<file path="src/brb_pkg.sv">
// ----------------------------------------------------------------------------
// brb_pkg
// Shared types and constants of the circular byte FIFO.
// ----------------------------------------------------------------------------
package brb_pkg;

    localparam int DEPTH   = 1024;
    localparam int MAX_POP = 64;

    // Field widths fixed by the interface.
    localparam int CNT_W  = 11;
    localparam int BYTE_W = 8;
    localparam int POP_W  = 7;
    localparam int IDX_W  = $clog2(DEPTH);

    localparam logic [CNT_W-1:0] DEPTH_C   = CNT_W'(DEPTH);
    localparam logic [POP_W-1:0] MAX_POP_C = POP_W'(MAX_POP);

    typedef enum logic {
        CMD_PUSH = 1'b0,
        CMD_POP  = 1'b1
    } command_t;

    typedef enum logic [1:0] {
        STATUS_OK        = 2'd0,
        STATUS_OVERFLOW  = 2'd1,
        STATUS_POP_ERROR = 2'd2
    } status_t;

    typedef struct packed {
        command_t            command;
        logic [BYTE_W-1:0]   data_byte;
        logic                chunk_first;
        logic [CNT_W-1:0]    chunk_length;
        logic [POP_W-1:0]    max_count;
    } in_item_t;

    typedef struct packed {
        status_t             status;
        logic [BYTE_W-1:0]   out_byte;
        logic                last;
        logic [CNT_W-1:0]    free_space;
    } out_item_t;

    typedef enum logic [1:0] {
        ST_IDLE,
        ST_POP_READ,
        ST_POP_EMIT
    } state_t;

    // Commands from the controller to the datapath.
    typedef struct packed {
        logic take_push;
        logic start_pop;
        logic pop_error;
        logic pop_read;
        logic pop_emit;
    } ctrl_cmd_t;

    // Status from the datapath to the controller.
    typedef struct packed {
        logic pop_ok;
        logic pop_done;
        logic out_free;
    } dp_status_t;

endpackage

</file>
<file path="src/brb_ctrl.sv">
// ----------------------------------------------------------------------------
// brb_ctrl
// Sequencer that accepts items and steps a pop request through its bytes.
// ----------------------------------------------------------------------------
module brb_ctrl (
    input  logic                aclk,
    input  logic                aresetn,
    input  logic                s_valid,
    input  brb_pkg::command_t   command,
    input  brb_pkg::dp_status_t dp_status,
    output logic                s_ready,
    output brb_pkg::ctrl_cmd_t  ctrl_cmd
);

    brb_pkg::state_t state_reg;
    brb_pkg::state_t state_next;
    logic            accept;

    assign s_ready = (state_reg == brb_pkg::ST_IDLE) && dp_status.out_free;
    assign accept  = s_valid && s_ready;

    always_ff @(posedge aclk) begin
        if (!aresetn) begin
            state_reg <= brb_pkg::ST_IDLE;
        end else begin
            state_reg <= state_next;
        end
    end

    always_comb begin
        state_next = state_reg;
        case (state_reg)
            brb_pkg::ST_IDLE: begin
                if (accept && command == brb_pkg::CMD_POP && dp_status.pop_ok) begin
                    state_next = brb_pkg::ST_POP_READ;
                end
            end
            brb_pkg::ST_POP_READ: begin
                state_next = brb_pkg::ST_POP_EMIT;
            end
            brb_pkg::ST_POP_EMIT: begin
                if (dp_status.out_free) begin
                    state_next = dp_status.pop_done ? brb_pkg::ST_IDLE
                                                    : brb_pkg::ST_POP_READ;
                end
            end
            default: begin
                state_next = brb_pkg::ST_IDLE;
            end
        endcase
    end

    always_comb begin
        ctrl_cmd = '0;
        case (state_reg)
            brb_pkg::ST_IDLE: begin
                if (accept) begin
                    ctrl_cmd.take_push = (command == brb_pkg::CMD_PUSH);
                    ctrl_cmd.start_pop = (command == brb_pkg::CMD_POP) && dp_status.pop_ok;
                    ctrl_cmd.pop_error = (command == brb_pkg::CMD_POP) && !dp_status.pop_ok;
                end
            end
            brb_pkg::ST_POP_READ: begin
                ctrl_cmd.pop_read = 1'b1;
            end
            brb_pkg::ST_POP_EMIT: begin
                ctrl_cmd.pop_emit = dp_status.out_free;
            end
            default: begin
                ctrl_cmd = '0;
            end
        endcase
    end

endmodule

</file>
<file path="config.mk">
export PLATFORM = sky130hd
export DESIGN_NAME = brb_ctrl
export DESIGN_NICKNAME = d
export VERILOG_FILES = /design/src/brb_pkg.sv /design/src/brb_ctrl.sv
export SDC_FILE = /design/constraint.sdc
export NUM_CORES = 1
export LEC_CHECK = 0
export ABC_CLOCK_PERIOD_IN_PS = 1300
export BUFFER_PORTS_ARGS = -buffer_cell sky130_fd_sc_hd__buf_4
export CORE_AREA = 2 2 39 41
export CTS_CLUSTER_DIAMETER = 150
export DETAILED_ROUTE_END_ITERATION = 7
export DIE_AREA = 0 0 41 43
export GPL_TIMING_DRIVEN = 0
export PLACE_DENSITY_LB_ADDON = 0.3
export SKIP_LAST_GASP = 1
export SLEW_MARGIN = 40
export SYNTH_ARGS = -nofsm -noshare
export SYNTH_HDL_FRONTEND = slang
export SYNTH_SLANG_ARGS = --single-unit
</file>
<file path="constraint.sdc">
create_clock -name aclk -period 1.3 [get_ports aclk]
set_clock_uncertainty 0.05 [all_clocks]
set_input_delay 0.26 -clock aclk [delete_from_list [all_inputs] [get_ports aclk]]
set_output_delay 0.26 -clock aclk [all_outputs]
set_load 0.005 [all_outputs]
</file>
* After elaboration in Yosys (flattened, before gate mapping)
Index checks and enable logic that the tools add are counted.
Operators by class: eq/ne operators 4, multiplexer cells 8, bitwise logic cells 1, reduce and logical (&&, ||, !) cells 9
Operators with widths (count):
- $logic_and A1 B1 Y1 | 6
- $mux W3 | 2
- $pmux W2 S3 | 1
- $mux W2 | 2
- $mux W1 | 3
- $eq A2 B1 Y1 const B | 1
- $eq A2 B2 Y1 const B | 1
- $logic_not A2 Y1 | 1
- $ne A2 B1 Y1 const B | 1
- $ne A2 B2 Y1 const B | 1
- $reduce_and A2 Y1 | 1
- $logic_not A1 Y1 | 1
- $not A1 Y1 | 1
Word-level totals: bits in registers 2, bits of input ports 7, output and inout port bits 6, logic and storage cells 23

* Longest topological paths before layout
word-level depth 7, gate-level depth with buffers 2

* Worst setup path before layout
No wires, ideal clock.
kind register to output, start point register state_reg[1], end point output ctrl_cmd[2] (netlist name), arrival 0.787 ns, data required time 0.990 ns, slack 0.203 ns, stages on the path, launching flop included 3, buffers on the path 0, path through dfxtp_1 > nand4bb_1 > nor3b_1
RTL lines:
- from (decl) | RTL line brb_ctrl.sv:15 | brb_pkg::state_t state_reg;
- from (signal assigned) | RTL line brb_ctrl.sv:24 | state_reg <= brb_pkg::ST_IDLE;
- from (signal assigned) | RTL line brb_ctrl.sv:26 | state_reg <= state_next;
- to (decl) | RTL line brb_ctrl.sv:12 | output brb_pkg::ctrl_cmd_t ctrl_cmd

==> results.ini <==
[logic_synthesis]
yosysUniqueCellTypes = 13
postSynthAreaPerCell_um2 = 8.99
ys.flop_type = dfxtp_1
synth_top_area_share_pct = 27.8
synth_area_leader_cell = dfxtp_1
ys_seq_area_share_pct = 27.8
ys_warn_count = 0
synthArstFlopShare_pct = 0
syn-num-nets = 23
netlist_top_cells_area = dfxtp_1 28%, nor3b_1 10%, nor3b_2 8.7%
synthCells = 16
yosys-top-cells-count = 2 x dfxtp_1, 2 x nor2_1, 2 x nor3b_1
synth-seq-cells = 2
synth_area_um2 = 144
synth-edff-count = 0

[clock_tree]
htreeDepth = 1
clk-insertion-delay-late_ns = 0.22
cts_hold_buf = 0
numCtsBuffers = 3
clk_path_buf_depth = 2
tritoncts = done
cts.reportedPaths.clkPinSlew_ns = 0.03
cts.sinks = 2
root_buffer = clkbuf_4

[sta]
fmax_mhz = 717
period_share_pct = 107
slew_viol_final = 0
finalSetupViolCount = 5
worst_pin_slew_ns = 0.159
setup_tns_ns = -0.187
relSlewSlack_pct = 89.4
setup_ws_ns = -0.0952
finalHoldViolations = 0
rsz0062_at_grt = true
fin_hold_ws_ns = 0.215
min_period_ns = 1.40

[die]
core_area_um2 = 1380
num_rows = 14
start_util_pct = 10.4
die_w_um = 41
dieHeight_um = 43
design.portCount = 13
die_area_um2 = 1760

[setup_path]
cp.required_ns = 0.99
max_stage_delay_ns = 0.32
path_delay_family = simple AND/OR/NAND/NOR gates
critical_path_class = reg -> out
reg2reg_depth = 4
reg2reg_setup_slack_ns = 0.11
path_cells = nand4bb_4 > nor3b_2 > buf_4
crit_slowest_cell = dfxtp_2
endpoint_kind = primary output
worstPathMaxFanout = 4
worst_ep_arrival_time_ns = 1.09
startpoint_type = flip-flop
r2r-end = state_reg[0]
timing.rr.start = state_reg[0]
crit_buf_inv = 1

[detailed_routing]
vias = 177
wire_per_inst_um = 9.96
final_antenna_net_count = 0
first_pass_iters = 3
drc_errors = 0
drt-total-wl_um = 488
via_per_inst = 3.61
drt_iter0_drc = 4

[global_route]
grt_max_degree = 6
grt_usage_pct = 7.12
grt_overflow = 0
grt_pass1_vias = 181
antenna_found_initial = 0
grt_pass1_wl_um = 752

[min_path]
min_from = aresetn
holdPathEnd = state_reg[1]
hold_path_depth = 2
worst_hold_path_type = in -> reg

[layout]
antenna_cells = 0
final_cells = 49
nets = 42
areaGrowthSynthToFinish_pct = 125
largest_reg_flops = 2
fill_cells = 163
drive_above_1_share_pct = 75.8

[pwr]
p_total_uw = 250
vdd_drop_max_mv = 0.242
p_leak_uw = 0.000157
p_per_area_nw_per_um2 = 771

[outcome]
violations = negative setup slack
status = finished, violations left

[placed_design]
gp_congestion = 0.593
place_inst = 44
portBuffers = 12

[job]
max-cap-violations = 0

metrics by stage:
stage / setup WS [ns] / utilization, % / cell area [um^2]
CTS: -0.111 / 22.2 / 307
detailed placement: 0.0294 / 18.4 / 254
finish: -0.0952 / 23.4 / 324
global placement: 0.0367 / 18.4 / 254
floorplan: 0.203 / - / 144
global route: -0.169 / 23.4 / 324
worst register-to-register path, stage by stage, from the launching register on:
cell,delay (ns)
dfxtp_2,0.34
buf_4,0.13
and3b_1,0.18
buf_4,0.13
a32o_2,0.25
how the worst max path moves through the flow:
| stage | startpoint | endpoint | slack [ns] | cells past startpoint |
|---|---|---|---|---|
| 2_1_floorplan | state_reg[1] | ctrl_cmd[2] | 0.20 | 2 |
| 5_1_grt | state_reg[0] | ctrl_cmd[2] | -0.17 | 3 |
| 3_5_place_dp | state_reg[1] | ctrl_cmd[2] | 0.03 | 3 |
| 4_1_cts | state_reg[0] | ctrl_cmd[2] | -0.11 | 3 |
| 3_3_place_gp | state_reg[1] | ctrl_cmd[2] | 0.04 | 3 |
| 6_report | state_reg[0] | ctrl_cmd[2] | -0.1 | 3 |
report_power, final:
part / switching [uW] / internal [uW] / leakage [uW] / total [uW]
clock: 34.0 / 102 / 0.0000138 / 136
sequential: 1.46 / 63.2 / 0.0000172 / 64.7
combinational: 18.2 / 31.3 / 0.000126 / 49.5
area by class of cell:
cell class,count,area (um^2),share of cell area (%)
well taps,16,20.0,6.18
multi-input cells,12,123,37.8
clock buffers,3,22.5,6.95
inverters,1,3.75,1.16
repair buffers,14,105,32.4
plain buffers,1,7.51,2.32
flip-flops and latches,2,42.5,13.1
cells by family after synthesis:
family	count (synthesis)	share of synthesized area, %
AO/OA/AOI/OAI	2	13.0
buffers and inverters	2	7.83
flip-flops	2	27.8
AND/OR/NAND/NOR	10	51.3
metal layers:
layer / up-vias / GRT usage, % / share of wire [%]
li1: 95 / - / -
met1: 69 / 8.65 / 47
met2: 13 / 6.56 / 35
met3: 0 / 7.33 / 18
met4: 0 / 6.00 / 0
met5: - / 0 / 0
cells in the final DEF, fill, tap and decap left out:
cell and count:
o21a_1 1, nor2_1 1, inv_1 1, nand2_1 1, nor2b_1 1, clkbuf_4 3, and3b_1 1, dfxtp_2 2
nor3b_1 1, nor3b_4 1, nand4bb_4 1, nor2_2 1, and4_1 1, buf_4 15, nor3b_2 1, a32o_2 1
timing repair:
item / in CTS / in global routing
pin swaps: 3 / 2
cloned: 0 / 0
buffers inserted: 1 / 1
endpoints found under the setup margin: 4 / 6
gates resized for setup: 3 / 3
No activity file was read; power rests on OpenSTA's default activity.
